===== src/rtl/mrcsm_pkg.sv =====
// Shared constants, register codes, controller states and command/status
// structs for the masked row/column sum and mean block. No dependencies.
`default_nettype none

package mrcsm_pkg;

	localparam int MAX_COLS   = 1024;
	localparam int ACC_W      = 48;
	localparam int VAL_W      = 32;
	localparam int LEN_W      = 16;
	localparam int ROW_W      = 16;
	localparam int NCOL_W     = 11;
	localparam int OUT_W      = 48;
	localparam int IDX_W      = 16;
	localparam int EXT_W      = 64;
	localparam int CFG_IDX_W  = 3;
	localparam int CFG_DATA_W = 16;
	localparam int COL_W      = (MAX_COLS > 1) ? $clog2(MAX_COLS) : 1;
	localparam int CMP_W      = (COL_W + 1 > NCOL_W) ? COL_W + 1 : NCOL_W;
	localparam int DIV_CNT_W  = $clog2(ACC_W);

	typedef enum logic [CFG_IDX_W-1:0] {
		REG_NUM_ROWS     = CFG_IDX_W'(0),
		REG_NUM_COLS     = CFG_IDX_W'(1),
		REG_REDUCE_FRONT = CFG_IDX_W'(2),
		REG_TAKE_MEAN    = CFG_IDX_W'(3),
		REG_USE_LENGTHS  = CFG_IDX_W'(4)
	} cfg_reg_t;

	typedef enum logic [2:0] {
		ST_IDLE,
		ST_ACCUM,
		ST_DIV_START,
		ST_DIV_WAIT,
		ST_EMIT
	} ctl_state_t;

	typedef struct packed {
		logic capture;
		logic accum;
		logic div_start;
		logic load_out;
	} dp_cmd_t;

	typedef struct packed {
		logic result_due;
		logic need_div;
		logic div_busy;
		logic div_done;
		logic out_free;
	} dp_sts_t;

	// sign-extend the accumulator and keep the low result bits
	function automatic logic [OUT_W-1:0] to_out(input logic signed [ACC_W-1:0] a);
		logic signed [EXT_W-1:0] w;
		w = EXT_W'(a);
		return w[OUT_W-1:0];
	endfunction

endpackage

`default_nettype wire


===== src/rtl/mrcsm_ctrl.sv =====
// Controller state machine: sequences capture, accumulate, divide and emit
// for one element at a time. Depends on mrcsm_pkg.
`default_nettype none

module mrcsm_ctrl import mrcsm_pkg::*; (
	input  wire logic    clk,
	input  wire logic    arst_n,
	input  wire logic    in_valid,
	output      logic    in_ready,
	input  wire dp_sts_t sts,
	output      dp_cmd_t cmd
);
	ctl_state_t state_q;
	ctl_state_t state_nx;

	always_ff @(posedge clk or negedge arst_n) begin
		if (!arst_n) begin
			state_q <= ST_IDLE;
		end else begin
			state_q <= state_nx;
		end
	end

	always_comb begin
		state_nx = state_q;
		case (state_q)
			ST_IDLE: begin
				if (in_valid) begin
					state_nx = ST_ACCUM;
				end
			end
			ST_ACCUM: begin
				if (!sts.result_due) begin
					state_nx = ST_IDLE;
				end else if (sts.need_div) begin
					state_nx = ST_DIV_START;
				end else begin
					state_nx = ST_EMIT;
				end
			end
			ST_DIV_START: begin
				state_nx = ST_DIV_WAIT;
			end
			ST_DIV_WAIT: begin
				if (sts.div_done) begin
					state_nx = ST_EMIT;
				end
			end
			ST_EMIT: begin
				if (sts.out_free) begin
					state_nx = ST_IDLE;
				end
			end
			default: begin
				state_nx = ST_IDLE;
			end
		endcase
	end

	always_comb begin
		in_ready      = 1'b0;
		cmd           = '0;
		case (state_q)
			ST_IDLE: begin
				in_ready    = 1'b1;
				cmd.capture = in_valid;
			end
			ST_ACCUM: begin
				cmd.accum = 1'b1;
			end
			ST_DIV_START: begin
				cmd.div_start = 1'b1;
			end
			ST_DIV_WAIT: begin
				cmd = '0;
			end
			ST_EMIT: begin
				cmd.load_out = sts.out_free;
			end
			default: begin
				cmd = '0;
			end
		endcase
	end
endmodule

`default_nettype wire


===== config.mk =====
export PLATFORM = sky130hd
export DESIGN_NAME = mrcsm_ctrl
export DESIGN_NICKNAME = d
export VERILOG_FILES = /design/src/rtl/mrcsm_pkg.sv /design/src/rtl/mrcsm_ctrl.sv
export SDC_FILE = /design/constraint.sdc
export NUM_CORES = 1
export LEC_CHECK = 0
export BUFFER_PORTS_ARGS = -buffer_cell sky130_fd_sc_hd__buf_2
export CAP_MARGIN = 15
export CORE_AREA = 2 2 39 41
export DETAILED_ROUTE_END_ITERATION = 12
export DIE_AREA = 0 0 41 43
export SETUP_SLACK_MARGIN = 0.2
export SYNTH_ARGS = -nofsm -noshare
export SYNTH_HDL_FRONTEND = slang
export SYNTH_SLANG_ARGS = --single-unit

===== constraint.sdc =====
create_clock -name clk -period 1 [get_ports clk]
set_clock_uncertainty 0.15 [all_clocks]
set_input_delay 0.2 -clock clk [delete_from_list [all_inputs] [get_ports clk]]
set_output_delay 0.2 -clock clk [all_outputs]
set_load 0.005 [all_outputs]

==> flow_metrics.env <==
export IMPL_status="finished, violations left"
export IMPL_violations="negative setup slack"
export IMPL_startpoint_type="flop"
export IMPL_via_count=219
export IMPL_placed_cells=50
export IMPL_synth_edf_count=0
export IMPL_root_buffer="clkbuf_4"
export IMPL_crit_path_top_delay_cell="dfrtp_2"
export IMPL_ff_latch_area_um2=78.8
export IMPL_synthDistinctLibCells=12
export IMPL_fin_ws_ns=-0.420
export IMPL_clk_latency_ns=0.23
export IMPL_diodes=0
export IMPL_synth_warnings=0
export IMPL_grt_usage_pct=6.95
export IMPL_top_register="state_q"
export IMPL_synth_area_um2=179
export IMPL_start_util_pct=12.9
export IMPL_finalPower_w=0.00105
export IMPL_async_flop_share_pct=100
export IMPL_ys_seq_area_share_pct=42.0
export IMPL_first_iter_violations=3
export IMPL_grt_pass1_wl_um=779
export IMPL_wl_per_cell_um=8.40
export IMPL_syn_area_per_cell_um2=8.95
export IMPL_antenna_found_initial=0
export IMPL_fin_crit_sh_pct=142
export IMPL_cp_max_fo=4
export IMPL_multi_input_area_um2=126
export IMPL_ys_top_cells_by_count="a21oi_1, dfrtp_1, nand2_1"
export IMPL_stdcell_count=58
export IMPL_syn_instance_count=20
export IMPL_path_clk_slew_ns=0.04
export IMPL_die_h_um=43
export IMPL_largest_reg_flops=3
export IMPL_rrSetupSlack_ns=-0.32
export IMPL_cts_buffer_depth=2
export IMPL_fin_nets=51
export IMPL_synth_seq_cells=3
export IMPL_grt_pass1_vias=215
export IMPL_drv_cap=0
export IMPL_drv_slew=0
export IMPL_vias_per_cell=3.78
export IMPL_cts_tree="built"
export IMPL_cts_sinks=3
export IMPL_final_antenna_net_count=0
export IMPL_fill_cells=152
export IMPL_dieArea_mm2=0.00176
export IMPL_rows=14
export IMPL_critical_path_buf_inv_count=1
export IMPL_worst_hold_slack_ns=0.0348
export IMPL_pin_count=13
export IMPL_grt_setup_unrepaired="true"
export IMPL_cpPeakStageDelay_ns=0.42
export IMPL_crit_path_end_kind="primary output"
export IMPL_synthFlopType="dfrtp_1"
export IMPL_setup_viol=8
export IMPL_cp_top_family="flip-flops"
export IMPL_worstPathArrival_ns=1.07
export IMPL_syn_num_nets=28
export IMPL_dp_hpwl_um=356
export IMPL_yosys_area_top_type="dfrtp_1"
export IMPL_required_ns=0.65
export IMPL_hold_viol=0
export IMPL_biggestRegsByFlops="state_q (3)"
export IMPL_routed_wl_um=487
export IMPL_p_leak_nw=0.176
export IMPL_power_density_mw_per_mm2=2870
export IMPL_grt_max_degree=6
export IMPL_core_area_mm2=0.00138
export IMPL_peakVddDrop_v=0.00111
export IMPL_gp_congestion=0.690
export IMPL_cts_htree_levels=1
export IMPL_cp_cell_sequence="nor3_2 > and2_1 > buf_2"
export IMPL_drt_first_pass_iters=2
export IMPL_fin_crit_ns=1.42
export IMPL_die_w_um=41
export IMPL_io_buffers=11
export IMPL_numCtsBuffers=3
export IMPL_hp_class="in2reg"
export IMPL_max_freq_ghz=0.704
export IMPL_slew_headroom_pct=89.8
export IMPL_critical_path_class="reg2out"
export IMPL_drive_above_1_share_pct=71.4
export IMPL_synth_top_area_share_pct=42.0
export IMPL_grt_ovfl_total=0
export IMPL_drc=0
export IMPL_worst_slew_pin_slew_ns=0.152
export IMPL_area_growth_pct=104
export IMPL_synth_area_leaders="dfrtp_1, a21oi_1, nand2b_1, nor3b_2, nand2_1"
==> layer usage <==
layer  vias to the layer above  track usage [%]  share of wire, %
met5                         -                0                 0
met1                        95             9.42                45
li1                        115                -                 -
met2                         9             7.81                48
met4                         0             8.00                 0
met3                         0             1.57               6.8
==> worst register-to-register path, cell delays in order (launching register included) <==
cell	delay, ns
dfrtp_2	0.43
buf_4	0.15
buf_4	0.12
buf_4	0.13
nand2_1	0.06
nand2_2	0.07
a21oi_2	0.13
==> kinds of logic (layout without fill, tap and decap cells) <==
family	count (synthesis)	count (layout)	synth area share, %
simple gates	13	13	46.2
compound gates	4	4	11.9
flops	3	3	42.0
buf+inv	0	22	0
==> area by class of cell <==
| cell class | instances | area share (%) |
|---|---|---|
| Clock buffer | 4 | 7.19 |
| Multi-Input combinational cell | 17 | 34.6 |
| Sequential cell | 3 | 21.6 |
| Tap cell | 16 | 5.48 |
| Timing Repair Buffer | 18 | 31.2 |
==> path summary, 6_finish.rpt <==
check,to,from,depth (start not counted)
max,cmd[3],state_q[1],3
max reg2reg,state_q[0],state_q[0],6
min,state_q[2],sts[0],2
max in group asynchronous,state_q[0],arst_n,2
min in group asynchronous,state_q[2],arst_n,2
min reg2reg,state_q[1],state_q[2],2
==> timing repair <==
action,CTS,global route
hold buffers,1,0
gates resized for setup,4,4
gates cloned,0,0
setup buffers,3,0
pin swaps,4,0
setup endpoints to repair,8,8
endpoints found under the hold margin,3,0
==> layout by cell type (no fill, tap or decap) <==
cell type,n
nor3b_2,2
clkbuf_4,3
dlygate4sd3_1,1
nand2b_1,1
nand2_1,2
and2_1,1
and3_1,1
nor2_1,2
o22ai_1,1
clkbuf_1,1
nand4b_1,1
buf_2,11
nand2_2,1
buf_6,1
nor3_2,1
buf_4,5
nand2b_4,1
a21oi_1,1
dfrtp_2,3
a21oi_2,2
==> metrics by stage <==
stage,setup slack [ns],TNS (ns),utilization [%],cell area [µm²]
final,-0.420,-2.55,26.4,365
after global routing,-0.483,-3.08,26.4,365
after CTS,-0.439,-2.64,25.1,348
after detailed placement,-0.210,-1.04,20.1,278
after global placement,-0.208,-1.03,20.1,278
after floorplan,-0.132,-0.224,-,180
==> power by group <==
| part | total (W) | switching (W) | internal, W |
|---|---|---|---|
| logic | 0.000573 | 0.000224 | 0.000349 |
| registers | 0.000264 | 0.0000785 | 0.000185 |
| clock network | 0.000211 | 0.0000615 | 0.000149 |
| total | 0.00105 | 0.000364 | 0.000683 |
Power figures use the tool's default switching activity.
